==> config.mk <==
export PLATFORM = sky130hd
export DESIGN_NAME = thermistor_pid_heater_control
export DESIGN_NICKNAME = d
export VERILOG_FILES = /design/src/rtl/thpid_pkg.sv /design/src/rtl/thpid_div.sv /design/src/rtl/thermistor_pid_heater_control.sv
export SDC_FILE = /design/constraint.sdc
export NUM_CORES = 2
export LEC_CHECK = 0
export ABC_AREA = 1
export BUFFER_PORTS_ARGS = -buffer_cell sky130_fd_sc_hd__buf_2
export CORE_MARGIN = 5
export CORE_UTILIZATION = 25
export DETAILED_ROUTE_END_ITERATION = 8
export PLACE_DENSITY = 0.47
export SYNTH_ARGS = -nofsm -noshare
export SYNTH_HDL_FRONTEND = slang
export SYNTH_HIERARCHICAL = 1
export SYNTH_SLANG_ARGS = --single-unit
==> constraint.sdc <==
create_clock -name aclk -period 8.32 [get_ports aclk]
set_input_delay 0.416 -clock aclk [delete_from_list [all_inputs] [get_ports aclk]]
set_output_delay 0.416 -clock aclk [all_outputs]
set_load 0.02 [all_outputs]
==> src/rtl/thpid_pkg.sv <==
package thpid_pkg;

    localparam int TABLE_DEPTH_DEF      = 64;
    localparam int SAMPLES_PER_STEP_DEF = 16;

    localparam int OP_W        = 1;
    localparam int ENTRY_IDX_W = 6;
    localparam int ADC_W       = 12;
    localparam int TEMP_W      = 10;
    localparam int ELAPSED_W   = 16;
    localparam int DUTY_W      = 8;
    localparam int OUT_TEMP_W  = 18;
    localparam int ERR_W       = 20;
    localparam int ACC_W       = 32;
    localparam int GAIN_W      = 16;
    localparam int SETPOINT_W  = 8;
    localparam int COUNT_W     = 7;
    localparam int CFG_IDX_W   = 3;
    localparam int CFG_DATA_W  = 16;

    localparam int DIV_NUM_W = 33;
    localparam int DIV_DEN_W = 16;
    localparam int DIV_MAG_W = DIV_NUM_W - 1;
    localparam int DIV_CNT_W = $clog2(DIV_MAG_W + 1);

    localparam int MUL_A_W = 33;
    localparam int MUL_B_W = 17;
    localparam int PROD_W  = MUL_A_W + MUL_B_W;

    localparam int RATE_SCALE = 1000;
    localparam int Q_SHIFT    = 8;
    localparam int DUTY_LSB   = 16;

    localparam logic [OP_W-1:0] OP_TABLE  = 1'b0;
    localparam logic [OP_W-1:0] OP_SAMPLE = 1'b1;

    typedef enum logic [CFG_IDX_W-1:0] {
        REG_SETPOINT        = 3'd0,
        REG_GAIN_P          = 3'd1,
        REG_GAIN_I          = 3'd2,
        REG_GAIN_D          = 3'd3,
        REG_INTEGRAL_WINDOW = 3'd4,
        REG_ENTRY_COUNT     = 3'd5
    } cfg_reg_t;

    localparam logic [SETPOINT_W-1:0] SETPOINT_RST = 8'd70;
    localparam logic [GAIN_W-1:0]     GAIN_P_RST   = 16'd2330;
    localparam logic [GAIN_W-1:0]     GAIN_I_RST   = 16'd77;
    localparam logic [GAIN_W-1:0]     GAIN_D_RST   = 16'd461;
    localparam logic [GAIN_W-1:0]     WINDOW_RST   = 16'd768;
    localparam logic [COUNT_W-1:0]    COUNT_RST    = 7'd64;

    typedef struct packed {
        logic                        start;
        logic signed [DIV_NUM_W-1:0] num;
        logic [DIV_DEN_W-1:0]        den;
    } div_req_t;

    typedef struct packed {
        logic                        done;
        logic signed [DIV_NUM_W-1:0] quo;
    } div_rsp_t;

endpackage

==> src/rtl/thpid_div.sv <==
module thpid_div (
    input  logic               aclk,
    input  logic               aresetn,
    input  thpid_pkg::div_req_t req,
    output thpid_pkg::div_rsp_t rsp
);

    logic                                 busy_reg, busy_next;
    logic                                 done_reg, done_next;
    logic                                 neg_reg, neg_next;
    logic [thpid_pkg::DIV_CNT_W-1:0]      cnt_reg, cnt_next;
    logic [thpid_pkg::DIV_DEN_W-1:0]      den_reg, den_next;
    logic [thpid_pkg::DIV_DEN_W-1:0]      rem_reg, rem_next;
    logic [thpid_pkg::DIV_MAG_W-1:0]      quo_reg, quo_next;
    logic [thpid_pkg::DIV_DEN_W:0]        trial;
    logic [thpid_pkg::DIV_NUM_W-1:0]      num_abs;

    always_comb begin
        busy_next = busy_reg;
        done_next = 1'b0;
        neg_next  = neg_reg;
        cnt_next  = cnt_reg;
        den_next  = den_reg;
        rem_next  = rem_reg;
        quo_next  = quo_reg;
        num_abs   = req.num[thpid_pkg::DIV_NUM_W-1] ? -req.num : req.num;
        trial     = {rem_reg, quo_reg[thpid_pkg::DIV_MAG_W-1]};
        if (req.start) begin
            busy_next = 1'b1;
            neg_next  = req.num[thpid_pkg::DIV_NUM_W-1];
            cnt_next  = thpid_pkg::DIV_CNT_W'(thpid_pkg::DIV_MAG_W);
            den_next  = req.den;
            rem_next  = '0;
            quo_next  = num_abs[thpid_pkg::DIV_MAG_W-1:0];
        end else if (busy_reg) begin
            if (trial >= {1'b0, den_reg}) begin
                rem_next = thpid_pkg::DIV_DEN_W'(trial - {1'b0, den_reg});
                quo_next = {quo_reg[thpid_pkg::DIV_MAG_W-2:0], 1'b1};
            end else begin
                rem_next = trial[thpid_pkg::DIV_DEN_W-1:0];
                quo_next = {quo_reg[thpid_pkg::DIV_MAG_W-2:0], 1'b0};
            end
            cnt_next = cnt_reg - 1'b1;
            if (cnt_reg == thpid_pkg::DIV_CNT_W'(1)) begin
                busy_next = 1'b0;
                done_next = 1'b1;
            end
        end
    end

    always_ff @(posedge aclk) begin
        if (!aresetn) begin
            busy_reg <= 1'b0;
            done_reg <= 1'b0;
        end else begin
            busy_reg <= busy_next;
            done_reg <= done_next;
        end
        neg_reg <= neg_next;
        cnt_reg <= cnt_next;
        den_reg <= den_next;
        rem_reg <= rem_next;
        quo_reg <= quo_next;
    end

    assign rsp.done = done_reg;
    assign rsp.quo  = neg_reg ? -$signed({1'b0, quo_reg}) : $signed({1'b0, quo_reg});

endmodule

==> src/rtl/thermistor_pid_heater_control.sv <==
// channel   direction  handshake            payload
// s_        in         s_valid / s_ready    op, table entry, adc sample, elapsed_ms
// m_        out        m_valid / m_ready    duty, temperature
// cfg_      in         cfg_valid / cfg_ready register index, data (always ready)
//
// table writes and samples that do not close a step leave s_ready high; a closing
// sample holds it low for its whole control step: table entries are compared in
// turn, the average is a reciprocal multiply, interpolation and rate each take a
// pass of the shared divider; an average outside the table skips interpolation
// reset clears control state and loads register defaults; the table is not cleared
// a result waiting on m_ready holds the sequencer in its last state
module thermistor_pid_heater_control #(
    parameter int TABLE_DEPTH      = thpid_pkg::TABLE_DEPTH_DEF,
    parameter int SAMPLES_PER_STEP = thpid_pkg::SAMPLES_PER_STEP_DEF
) (
    input  logic                                    aclk,
    input  logic                                    aresetn,
    input  logic                                    s_valid,
    output logic                                    s_ready,
    input  logic [thpid_pkg::OP_W-1:0]              s_op,
    input  logic [thpid_pkg::ENTRY_IDX_W-1:0]       s_entry_index,
    input  logic [thpid_pkg::ADC_W-1:0]             s_entry_adc,
    input  logic signed [thpid_pkg::TEMP_W-1:0]     s_entry_temp,
    input  logic [thpid_pkg::ADC_W-1:0]             s_adc_sample,
    input  logic [thpid_pkg::ELAPSED_W-1:0]         s_elapsed_ms,
    output logic                                    m_valid,
    input  logic                                    m_ready,
    output logic [thpid_pkg::DUTY_W-1:0]            m_duty,
    output logic signed [thpid_pkg::OUT_TEMP_W-1:0] m_temperature,
    input  logic                                    cfg_valid,
    output logic                                    cfg_ready,
    input  logic [thpid_pkg::CFG_IDX_W-1:0]         cfg_index,
    input  logic [thpid_pkg::CFG_DATA_W-1:0]        cfg_data
);

    localparam int AW = $clog2(TABLE_DEPTH);
    localparam int NW = $clog2(TABLE_DEPTH + 1);
    localparam int CW = $clog2(SAMPLES_PER_STEP + 1);
    localparam int SW = thpid_pkg::ADC_W + CW;
    localparam int EW = thpid_pkg::ADC_W + thpid_pkg::TEMP_W;
    localparam int TW = thpid_pkg::TEMP_W;
    localparam int OW = thpid_pkg::OUT_TEMP_W;
    localparam int PW = thpid_pkg::PROD_W;
    localparam int ERW = thpid_pkg::ERR_W;
    localparam int AVG_SH = SW + $clog2(SAMPLES_PER_STEP);
    localparam logic [SW:0] AVG_M = (SW + 1)'(((64'd1 << AVG_SH) +
                                               64'(SAMPLES_PER_STEP) - 64'd1) /
                                              64'(SAMPLES_PER_STEP));

    typedef enum logic [15:0] {
        ST_IDLE     = 16'h0001,
        ST_AVG_DIV  = 16'h0002,
        ST_SRCH_RD  = 16'h0004,
        ST_SRCH_CMP = 16'h0008,
        ST_INT_MUL  = 16'h0010,
        ST_INT_GO   = 16'h0020,
        ST_INT_DIV  = 16'h0040,
        ST_ERR      = 16'h0080,
        ST_P_MUL    = 16'h0100,
        ST_I_MUL    = 16'h0200,
        ST_I_ACC    = 16'h0400,
        ST_R_MUL    = 16'h0800,
        ST_R_GO     = 16'h1000,
        ST_R_DIV    = 16'h2000,
        ST_D_MUL    = 16'h4000,
        ST_SUM      = 16'h8000
    } state_t;

    state_t state_reg, state_next;

    logic [thpid_pkg::SETPOINT_W-1:0] setpoint_reg;
    logic [thpid_pkg::GAIN_W-1:0]     gain_p_reg, gain_i_reg, gain_d_reg, window_reg;
    logic [thpid_pkg::COUNT_W-1:0]    entry_count_reg;

    logic [EW-1:0] mem [TABLE_DEPTH];
    logic [EW-1:0] rd_data_reg;
    logic          tbl_we;

    logic [SW-1:0]                       sum_reg, sum_next;
    logic [CW-1:0]                       count_reg, count_next;
    logic [thpid_pkg::ELAPSED_W-1:0]     elapsed_reg, elapsed_next;
    logic [thpid_pkg::ADC_W-1:0]         avg_reg, avg_next;
    logic [NW-1:0]                       k_reg, k_next, n_eff;
    logic [EW-1:0]                       prev_reg, prev_next;
    logic signed [TW-1:0]                t0_reg, t0_next;
    logic signed [OW-1:0]                temp_reg, temp_next;
    logic signed [ERW-1:0]               err_reg, err_next, last_err_reg, last_err_next;
    logic signed [thpid_pkg::ACC_W-1:0]  acc_reg, acc_next;
    logic signed [PW-1:0]                p_reg, p_next, prod_reg;
    logic signed [thpid_pkg::MUL_A_W-1:0] mul_a_reg, mul_a_next;
    logic signed [thpid_pkg::MUL_B_W-1:0] mul_b_reg, mul_b_next;
    logic                                div_go_reg, div_go_next;
    logic signed [thpid_pkg::DIV_NUM_W-1:0] div_num_reg, div_num_next;
    logic [thpid_pkg::DIV_DEN_W-1:0]     div_den_reg, div_den_next;
    logic                                m_valid_reg, m_valid_next;
    logic [thpid_pkg::DUTY_W-1:0]        duty_reg, duty_next;
    logic signed [OW-1:0]                out_temp_reg, out_temp_next;

    thpid_pkg::div_req_t div_req;
    thpid_pkg::div_rsp_t div_rsp;

    logic [thpid_pkg::ADC_W-1:0]     rd_adc, prev_adc;
    logic signed [TW-1:0]            rd_temp, prev_temp;
    logic signed [thpid_pkg::ADC_W:0] adc_diff;
    logic signed [TW:0]              temp_diff;
    logic [SW-1:0]                   sum_add;
    logic [2*SW:0]                   avg_prod;
    logic [ERW-1:0]                  err_mag;
    logic signed [ERW:0]             err_diff;
    logic signed [PW-1:0]            acc_sum, pid_sum;
    logic                            in_acc;

    assign s_ready   = (state_reg == ST_IDLE);
    assign cfg_ready = 1'b1;
    assign in_acc    = s_valid && s_ready;
    assign tbl_we    = in_acc && (s_op == thpid_pkg::OP_TABLE) &&
                       (32'(s_entry_index) < TABLE_DEPTH);

    always_ff @(posedge aclk) begin
        if (tbl_we) begin
            mem[AW'(s_entry_index)] <= {s_entry_adc, s_entry_temp};
        end
        rd_data_reg <= mem[k_reg[AW-1:0]];
    end

    always_ff @(posedge aclk) begin
        if (!aresetn) begin
            setpoint_reg    <= thpid_pkg::SETPOINT_RST;
            gain_p_reg      <= thpid_pkg::GAIN_P_RST;
            gain_i_reg      <= thpid_pkg::GAIN_I_RST;
            gain_d_reg      <= thpid_pkg::GAIN_D_RST;
            window_reg      <= thpid_pkg::WINDOW_RST;
            entry_count_reg <= thpid_pkg::COUNT_RST;
        end else if (cfg_valid && cfg_ready) begin
            unique case (cfg_index)
                thpid_pkg::REG_SETPOINT: begin
                    setpoint_reg <= cfg_data[thpid_pkg::SETPOINT_W-1:0];
                end
                thpid_pkg::REG_GAIN_P:          gain_p_reg <= cfg_data;
                thpid_pkg::REG_GAIN_I:          gain_i_reg <= cfg_data;
                thpid_pkg::REG_GAIN_D:          gain_d_reg <= cfg_data;
                thpid_pkg::REG_INTEGRAL_WINDOW: window_reg <= cfg_data;
                thpid_pkg::REG_ENTRY_COUNT: begin
                    entry_count_reg <= cfg_data[thpid_pkg::COUNT_W-1:0];
                end
                default: ;
            endcase
        end
    end

    always_ff @(posedge aclk) begin
        prod_reg <= mul_a_reg * mul_b_reg;
    end

    assign div_req.start = div_go_reg;
    assign div_req.num   = div_num_reg;
    assign div_req.den   = div_den_reg;

    thpid_div u_div (
        .aclk    (aclk),
        .aresetn (aresetn),
        .req     (div_req),
        .rsp     (div_rsp)
    );

    always_comb begin
        if (entry_count_reg == '0) begin
            n_eff = NW'(1);
        end else if (32'(entry_count_reg) > TABLE_DEPTH) begin
            n_eff = NW'(TABLE_DEPTH);
        end else begin
            n_eff = NW'(entry_count_reg);
        end
    end

    assign rd_adc    = rd_data_reg[EW-1:TW];
    assign rd_temp   = $signed(rd_data_reg[TW-1:0]);
    assign prev_adc  = prev_reg[EW-1:TW];
    assign prev_temp = $signed(prev_reg[TW-1:0]);
    assign adc_diff  = $signed({1'b0, avg_reg}) - $signed({1'b0, prev_adc});
    assign temp_diff = (TW + 1)'(rd_temp) - (TW + 1)'(prev_temp);
    assign sum_add   = sum_reg + SW'(s_adc_sample);
    // average by reciprocal multiply, exact for every sum that fits SW bits
    assign avg_prod  = (2 * SW + 1)'(div_num_reg[SW-1:0]) * (2 * SW + 1)'(AVG_M);
    assign err_mag   = err_reg[ERW-1] ? ERW'(-err_reg) : ERW'(err_reg);
    assign err_diff  = (ERW + 1)'(err_reg) - (ERW + 1)'(last_err_reg);
    assign acc_sum   = PW'(acc_reg) + prod_reg;
    assign pid_sum   = p_reg + PW'(acc_reg) + prod_reg;

    always_comb begin
        state_next    = state_reg;
        sum_next      = sum_reg;
        count_next    = count_reg;
        elapsed_next  = elapsed_reg;
        avg_next      = avg_reg;
        k_next        = k_reg;
        prev_next     = prev_reg;
        t0_next       = t0_reg;
        temp_next     = temp_reg;
        err_next      = err_reg;
        last_err_next = last_err_reg;
        acc_next      = acc_reg;
        p_next        = p_reg;
        mul_a_next    = mul_a_reg;
        mul_b_next    = mul_b_reg;
        div_go_next   = 1'b0;
        div_num_next  = div_num_reg;
        div_den_next  = div_den_reg;
        m_valid_next  = m_valid_reg && !m_ready;
        duty_next     = duty_reg;
        out_temp_next = out_temp_reg;

        unique case (state_reg)
            ST_IDLE: begin
                if (in_acc && (s_op == thpid_pkg::OP_SAMPLE)) begin
                    if (count_reg == CW'(SAMPLES_PER_STEP - 1)) begin
                        sum_next     = '0;
                        count_next   = '0;
                        elapsed_next = s_elapsed_ms;
                        div_num_next = thpid_pkg::DIV_NUM_W'(sum_add);
                        state_next   = ST_AVG_DIV;
                    end else begin
                        sum_next   = sum_add;
                        count_next = count_reg + 1'b1;
                    end
                end
            end
            ST_AVG_DIV: begin
                avg_next   = avg_prod[AVG_SH +: thpid_pkg::ADC_W];
                k_next     = '0;
                state_next = ST_SRCH_RD;
            end
            ST_SRCH_RD: state_next = ST_SRCH_CMP;
            ST_SRCH_CMP: begin
                if (rd_adc < avg_reg) begin
                    if (k_reg + 1'b1 == n_eff) begin
                        temp_next  = {rd_temp, {thpid_pkg::Q_SHIFT{1'b0}}};
                        state_next = ST_ERR;
                    end else begin
                        prev_next  = rd_data_reg;
                        k_next     = k_reg + 1'b1;
                        state_next = ST_SRCH_RD;
                    end
                end else if (k_reg == '0) begin
                    temp_next  = {rd_temp, {thpid_pkg::Q_SHIFT{1'b0}}};
                    state_next = ST_ERR;
                end else begin
                    mul_a_next   = thpid_pkg::MUL_A_W'(adc_diff);
                    mul_b_next   = thpid_pkg::MUL_B_W'(temp_diff);
                    t0_next      = prev_temp;
                    div_den_next = thpid_pkg::DIV_DEN_W'(rd_adc - prev_adc);
                    state_next   = ST_INT_MUL;
                end
            end
            ST_INT_MUL: state_next = ST_INT_GO;
            ST_INT_GO: begin
                div_go_next  = 1'b1;
                div_num_next = {prod_reg[24:0], {thpid_pkg::Q_SHIFT{1'b0}}};
                state_next   = ST_INT_DIV;
            end
            ST_INT_DIV: begin
                if (div_rsp.done) begin
                    temp_next  = {t0_reg, {thpid_pkg::Q_SHIFT{1'b0}}} + div_rsp.quo[OW-1:0];
                    state_next = ST_ERR;
                end
            end
            ST_ERR: begin
                err_next   = $signed({{(ERW - thpid_pkg::SETPOINT_W - thpid_pkg::Q_SHIFT){1'b0}},
                                      setpoint_reg, {thpid_pkg::Q_SHIFT{1'b0}}})
                             - ERW'(temp_reg);
                mul_a_next = thpid_pkg::MUL_A_W'(err_next);
                mul_b_next = $signed({1'b0, gain_p_reg});
                state_next = ST_P_MUL;
            end
            ST_P_MUL: begin
                mul_b_next = $signed({1'b0, gain_i_reg});
                state_next = ST_I_MUL;
            end
            ST_I_MUL: begin
                p_next     = prod_reg;
                state_next = ST_I_ACC;
            end
            ST_I_ACC: begin
                if ({{(ERW - thpid_pkg::GAIN_W){1'b0}}, window_reg} > err_mag) begin
                    if (acc_sum[PW-1:thpid_pkg::ACC_W-1] == '0 ||
                        acc_sum[PW-1:thpid_pkg::ACC_W-1] == '1) begin
                        acc_next = acc_sum[thpid_pkg::ACC_W-1:0];
                    end else if (acc_sum[PW-1]) begin
                        acc_next = {1'b1, {(thpid_pkg::ACC_W - 1){1'b0}}};
                    end else begin
                        acc_next = {1'b0, {(thpid_pkg::ACC_W - 1){1'b1}}};
                    end
                end
                mul_a_next = thpid_pkg::MUL_A_W'(err_diff);
                mul_b_next = thpid_pkg::MUL_B_W'(thpid_pkg::RATE_SCALE);
                state_next = ST_R_MUL;
            end
            ST_R_MUL: state_next = ST_R_GO;
            ST_R_GO: begin
                div_go_next  = 1'b1;
                div_num_next = thpid_pkg::DIV_NUM_W'(prod_reg);
                div_den_next = (elapsed_reg == '0) ? thpid_pkg::DIV_DEN_W'(1) : elapsed_reg;
                state_next   = ST_R_DIV;
            end
            ST_R_DIV: begin
                if (div_rsp.done) begin
                    mul_a_next = div_rsp.quo;
                    mul_b_next = $signed({1'b0, gain_d_reg});
                    state_next = ST_D_MUL;
                end
            end
            ST_D_MUL: state_next = ST_SUM;
            ST_SUM: begin
                if (!m_valid_reg || m_ready) begin
                    m_valid_next  = 1'b1;
                    out_temp_next = temp_reg;
                    if (pid_sum[PW-1]) begin
                        duty_next = '0;
                    end else if (pid_sum[PW-2:thpid_pkg::DUTY_LSB + thpid_pkg::DUTY_W] != '0) begin
                        duty_next = '1;
                    end else begin
                        duty_next = pid_sum[thpid_pkg::DUTY_LSB + thpid_pkg::DUTY_W - 1:
                                            thpid_pkg::DUTY_LSB];
                    end
                    last_err_next = err_reg;
                    state_next    = ST_IDLE;
                end
            end
            default: state_next = ST_IDLE;
        endcase
    end

    always_ff @(posedge aclk) begin
        if (!aresetn) begin
            state_reg    <= ST_IDLE;
            sum_reg      <= '0;
            count_reg    <= '0;
            acc_reg      <= '0;
            last_err_reg <= '0;
            k_reg        <= '0;
            div_go_reg   <= 1'b0;
            m_valid_reg  <= 1'b0;
        end else begin
            state_reg    <= state_next;
            sum_reg      <= sum_next;
            count_reg    <= count_next;
            acc_reg      <= acc_next;
            last_err_reg <= last_err_next;
            k_reg        <= k_next;
            div_go_reg   <= div_go_next;
            m_valid_reg  <= m_valid_next;
        end
        elapsed_reg  <= elapsed_next;
        avg_reg      <= avg_next;
        prev_reg     <= prev_next;
        t0_reg       <= t0_next;
        temp_reg     <= temp_next;
        err_reg      <= err_next;
        p_reg        <= p_next;
        mul_a_reg    <= mul_a_next;
        mul_b_reg    <= mul_b_next;
        div_num_reg  <= div_num_next;
        div_den_reg  <= div_den_next;
        duty_reg     <= duty_next;
        out_temp_reg <= out_temp_next;
    end

    assign m_valid       = m_valid_reg;
    assign m_duty        = duty_reg;
    assign m_temperature = out_temp_reg;

endmodule

Word-level counts from Yosys, hierarchy flattened:

Memory sizes are Yosys's and may differ from the RTL's. A register that Yosys moved wholly into a read port is not among the register bits.
Cells that the tools add are included.

* $add $sub $neg: 17
* multipliers: 1
* order comparisons: 4
* equality and inequality tests: 36
* multiplexer cells: 55
* bitwise gates (word level): 6
* reductions and logical operators: 42

Operators by type and width (number)
* $pmux W16 S16: 1
* $mux W33: 6
* $mux W16: 10
* $mux W32: 5
* $pmux W33 S4: 1
* $pmux W33 S3: 1
* $pmux W17 S5: 1
* $mux W18: 4
* $mux W17: 4
* $add A32 B50 Y50: 1
* $add A50 B32 Y50: 1
* $add A50 B50 Y50: 1
* $mul A33 B17 Y50: 1
* $pmux W18 S2: 1
* $neg A32 Y33: 1
* $neg A32 Y32: 1
* $pmux W16 S2: 1
* $mux W7: 4
* $sub A12 B12 Y13: 2
* $reduce_bool A25 Y1: 1
* $mux W8: 3
* $gt A16 B20 Y1: 1
* $mux W20: 1
* $neg A19 Y20: 1
* 59 further kinds: 107

* bits in registers: 572
* memory bits (writable): 1408
* bits of input ports: 81
* output and inout port bits: 29
* word-level logic and storage cells: 197
* memories kept: 1

Memories
* mem: words 64, bits a word 22, rd ports 1, clocked after Yosys merged registers in 1, write ports 1, line thermistor_pid_heater_control.sv:75 `logic [EW-1:0] mem [TABLE_DEPTH];`

Logic depth before layout (Yosys ltp):

* depth in word-level cells: 7
* depth in mapped cells: 31
* mapped depth without buffers: 29

Modules after synthesis:

The synthesis kept the hierarchy.

Modules (own cells, without submodules)
* thermistor_pid_heater_control: times used 1, cells an instance 10369, area each 105992.9 um^2, seq. area each 55433.2 um^2
* thpid_div: times used 1, cells an instance 874, area each 5960.7 um^2, seq. area each 1951.9 um^2

Worst setup path before layout:

OpenSTA, ideal clock, no wires.

* path type: register to register
* start: reg mul_a_reg[10] (netlist bit)
* end: reg prod_reg[41]
* library setup time: 120 ps
* arrival time: 5833 ps
* required time: 8200 ps
* path slack: 2367 ps
* cell stages (with the launch flop): 27
* path buffers: 2
* clock period less this slack: 5953 ps
* cell sequence: edfxtp_1 clkbuf_1 clkbuf_1 nand2_1 fa_1 fa_1 inv_1 fa_1 inv_1 fa_1 fa_1 fa_1 inv_1 ha_1 a21oi_1 inv_1 a31oi_1 nand2_1 a21oi_1 inv_1 a21oi_1 o21ai_0 nand2_1 nand2_1 nand2_1 nand2_1 xor2_1

* word-level cells in the longest chain between the ends: 1

RTL lines
* start: declaration: line thermistor_pid_heater_control.sv:90 `logic signed [thpid_pkg::MUL_A_W-1:0] mul_a_reg, mul_a_next;`
* start signal: assignment: line thermistor_pid_heater_control.sv:360 `mul_a_reg <= mul_a_next;`
* $mul A33 B17 Y50: line thermistor_pid_heater_control.sv:152 `prod_reg <= mul_a_reg * mul_b_reg;`
* end signal: assignment: line thermistor_pid_heater_control.sv:152
* end: declaration: line thermistor_pid_heater_control.sv:89 `logic signed [PW-1:0] p_reg, p_next, prod_reg;`

Every way passes these cells.
A chain may end at the register's enable or synchronous reset.

Final worst setup path:

* start: reg mul_b_reg[2] (netlist bit)
* end: reg prod_reg[48]

* word-level cells in the longest chain between the ends: 1

RTL lines
* start: declaration: line thermistor_pid_heater_control.sv:91 `logic signed [thpid_pkg::MUL_B_W-1:0] mul_b_reg, mul_b_next;`
* start signal: assignment: line thermistor_pid_heater_control.sv:361 `mul_b_reg <= mul_b_next;`
* $mul A33 B17 Y50: line thermistor_pid_heater_control.sv:152

Every way passes these cells.

==> impl_metrics.env <==
export IMPL_p_seq_share_pct=52.6
export IMPL_start_util_pct=25.1
export IMPL_rsz0062_at_grt="false"
export IMPL_gp_congestion=0.912
export IMPL_synth_flop_cell="edfxtp_1"
export IMPL_holdPathStages=4
export IMPL_netlist_area_mm2=0.112
export IMPL_dr_pass1_iters=5
export IMPL_syn_to_final_growth_pct=13.2
export IMPL_worst_pin_slew_ns=1.21
export IMPL_finalNetCount=12300
export IMPL_place_area_mm2=0.120
export IMPL_outcome="finished, final reports clean"
export IMPL_crit_type="reg2reg"
export IMPL_cap_viol_max_count=0
export IMPL_clock_path_buffers=4
export IMPL_relSlewSlack_pct=19.0
export IMPL_io_buffers=108
export IMPL_cts_tree="yes"
export IMPL_synth_net_count=12300
export IMPL_slew_violations=0
export IMPL_chipWidth_um=679
export IMPL_period_share_pct=84.5
export IMPL_reg2reg_slack_ns=1.29
export IMPL_swShare_pct=21.3
export IMPL_viasPerCell=4.64
export IMPL_async_flop_share_pct=0
export IMPL_worst_setup_path_start_kind="flip-flop"
export IMPL_ir_drop_v=0.000178
export IMPL_p_sw_mw=4.43
export IMPL_drc=0
export IMPL_cts_buffers=216
export IMPL_clkPwrFrac_pct=45.6
export IMPL_postRouteAntennaNets=0
export IMPL_gr_usage_met3_pct=1.84
export IMPL_synth_seq_cells=2002
export IMPL_reg2reg_depth=23
export IMPL_dieHeight_um=679
export IMPL_dpl_hpwl_mm=253
export IMPL_ys_warnings_count=6
export IMPL_crit_path_end_kind="flip-flop"
export IMPL_clock_sinks=2002
export IMPL_fill_cells=47000
export IMPL_detail_route_wirelength_mm=372
export IMPL_grt_antenna_before_repair=44
export IMPL_drive_above_1_share_pct=7.73
export IMPL_crit_required_ns=9.01
export IMPL_tns_ns=0
export IMPL_first_global_vias=79100
export IMPL_synth_edf_count=1729
export IMPL_pre_cts_slack_ns=1.40
export IMPL_intPower_mw=16.3
export IMPL_arrival_ns=7.72
export IMPL_hold_viol=0
export IMPL_path_clk_slew_ns=0.06
export IMPL_min_path_type="in2reg"
export IMPL_via_count=80800
export IMPL_boundaryPins=110
export IMPL_cts_setup_buffers=0
export IMPL_p_comb_share_pct=1.7
export IMPL_grtUsageTotal_pct=15.6
export IMPL_wl_per_cell_um=21.4
export IMPL_r2r_start="mul_b_reg[2]$_DFFE_PP_"
export IMPL_grt_busiest_layer="met2"
export IMPL_setup_ws_ns=1.29
export IMPL_powerDensity_mw_per_mm2=164
export IMPL_dieArea_mm2=0.461
export IMPL_synth_seq_area_share_pct=51.3
export IMPL_cts_root_buf="clkbuf_16"
export IMPL_timing_fmax_ghz=0.142
export IMPL_hp_start="s_adc_sample[0]"
export IMPL_hold_end="sum_reg[0]$_SDFFE_PN0P_"
export IMPL_final_cell_mix="2,059 x nand2_1, 1,729 x edfxtp_1, 1,504 x inv_1"
export IMPL_final_common_cell="nand2_1"
export IMPL_overflow=0
export IMPL_hold_buffers=32
export IMPL_grt_max_degree=138
export IMPL_met2_usage_pct=26.9
export IMPL_synth_cell_type_count=66
export IMPL_finalPower_mw=20.8
export IMPL_drtIter0Drc=7130
export IMPL_setup_violations=0
export IMPL_avgSynthCellArea_um2=9.96
export IMPL_worstReg2RegEnd="prod_reg[48]$_DFF_P_"
export IMPL_clock_latency_ns=0.89
export IMPL_final_util_pct=28.4
export IMPL_leakage_nw=50.7
export IMPL_num_rows=245
export IMPL_min_period_ns=7.03
export IMPL_skew_ns=0.0772
export IMPL_cts_resized=0
export IMPL_core_area_mm2=0.446
export IMPL_grt_pass1_wl_mm=545
export IMPL_largest_reg_flops=1408
export IMPL_final_area_mm2=0.127
export IMPL_synth_cells=11200
export IMPL_critPathMaxFanout=19
export IMPL_cts_htree_levels=4
export IMPL_use_met1_pct=21.0
## power groups by stage
stage	combinational, mW	sequential [mW]	clock [mW]
floorplan	0.121	11.1	0
global placement	0.348	11.1	0
detailed placement	0.350	11.1	0
CTS	0.369	10.9	9.70
global route	0.397	10.9	10.1
finish	0.362	10.9	9.47
## synth_stat cells, types with 32 or more instances
cell         n  area share (%)
ha_1       348             3.9
nor2_1    1072             3.6
clkbuf_1   447             1.5
xor2_1     150             1.2
o211ai_1    32            0.21
o22ai_1    122            0.68
o21ai_0    855             3.8
fa_1       592              11
o221ai_1   254             2.0
edfxtp_1  1729              46
nand3_1    420             1.9
nor3_1      46            0.21
a21oi_2     32            0.25
a21oi_1    697             3.1
inv_1     1508             5.1
nand2_2     66            0.37
dfxtp_1    273             4.9
nand4_1     72            0.40
nand2_1   2061             6.9
a31oi_1     37            0.21
xnor2_1     81            0.63
## worst max-delay path, cell delays in order (launching register included)
cell and delay [ns]:
edfxtp_1 0.87, buf_4 0.41, nand2_1 0.14, inv_1 0.15, fa_1 0.49, inv_1 0.19
fa_1 0.43, inv_1 0.08, fa_1 0.44, fa_1 0.50, fa_1 0.49, inv_1 0.05
fa_1 0.47, inv_1 0.04, ha_1 0.39, nand2_1 0.13, nor2_1 0.19, nand2_1 0.12
nor4_1 0.42, nand3_1 0.22, o2111ai_1 0.27, nand2_1 0.09, o311ai_0 0.12, xor2_1 0.11
## worst max path at each step
stage | start | to | slack [ns] | cells after the start
finish | mul_b_reg[2]$_DFFE_PP_ | prod_reg[48]$_DFF_P_ | 1.29 | 23
detailed placement | mul_b_reg[2]$_DFFE_PP_ | prod_reg[48]$_DFF_P_ | 1.40 | 23
global route | mul_b_reg[2]$_DFFE_PP_ | prod_reg[48]$_DFF_P_ | 0.96 | 23
global placement | mul_b_reg[4]$_DFFE_PP_ | prod_reg[48]$_DFF_P_ | 1.43 | 23
floorplan | mul_a_reg[10]$_DFFE_PP_ | prod_reg[41]$_DFF_P_ | 2.37 | 26
CTS | mul_b_reg[2]$_DFFE_PP_ | prod_reg[48]$_DFF_P_ | 1.31 | 23
## metrics by stage
step	hold WS [ns]	cells
3_3_place_gp	0.401	17000
3_5_place_dp	0.405	17000
5_1_grt	0.0627	17400
2_1_floorplan	0.400	11200
4_1_cts	0.000677	17400
6_report	0.0717	17400
## layout make-up
type	count	area (µm²)	share of cell area, %
Timing Repair Buffer	329	2360	1.86
Antenna cell	8	20.0	0.0158
Clock inverter	112	1000	0.791
Clock buffer	276	5790	4.56
Tap cell	5928	7420	5.85
Multi-Input combinational cell	7200	47000	37.1
Sequential cell	2002	57400	45.3
Inverter	1537	5790	4.57
## routing by layer
metal  vias to the layer above  wire length, µm
li1                      38000                -
met1                     40300           163000
met2                      2049           181000
met3                       493            18000
met4                         8            10500
met5                         -               48
## logic make-up (layout without fill, tap and decap cells)
| family | count (synthesis) | in the layout | share of synthesized area, % |
|---|---|---|---|
| AOI/OAI and AO/OA | 2155 | 2155 | 11.2 |
| xor gates and xnor gates | 231 | 231 | 1.81 |
| adders and majority gates | 940 | 940 | 14.5 |
| buffers and inverters | 2041 | 2254 | 6.97 |
| DFF | 2002 | 2002 | 51.3 |
| other | 1 | 9 | 0.00335 |
| and+or+nand+nor | 3873 | 3873 | 14.3 |
Note: power is estimated with default switching activity, not from simulation.
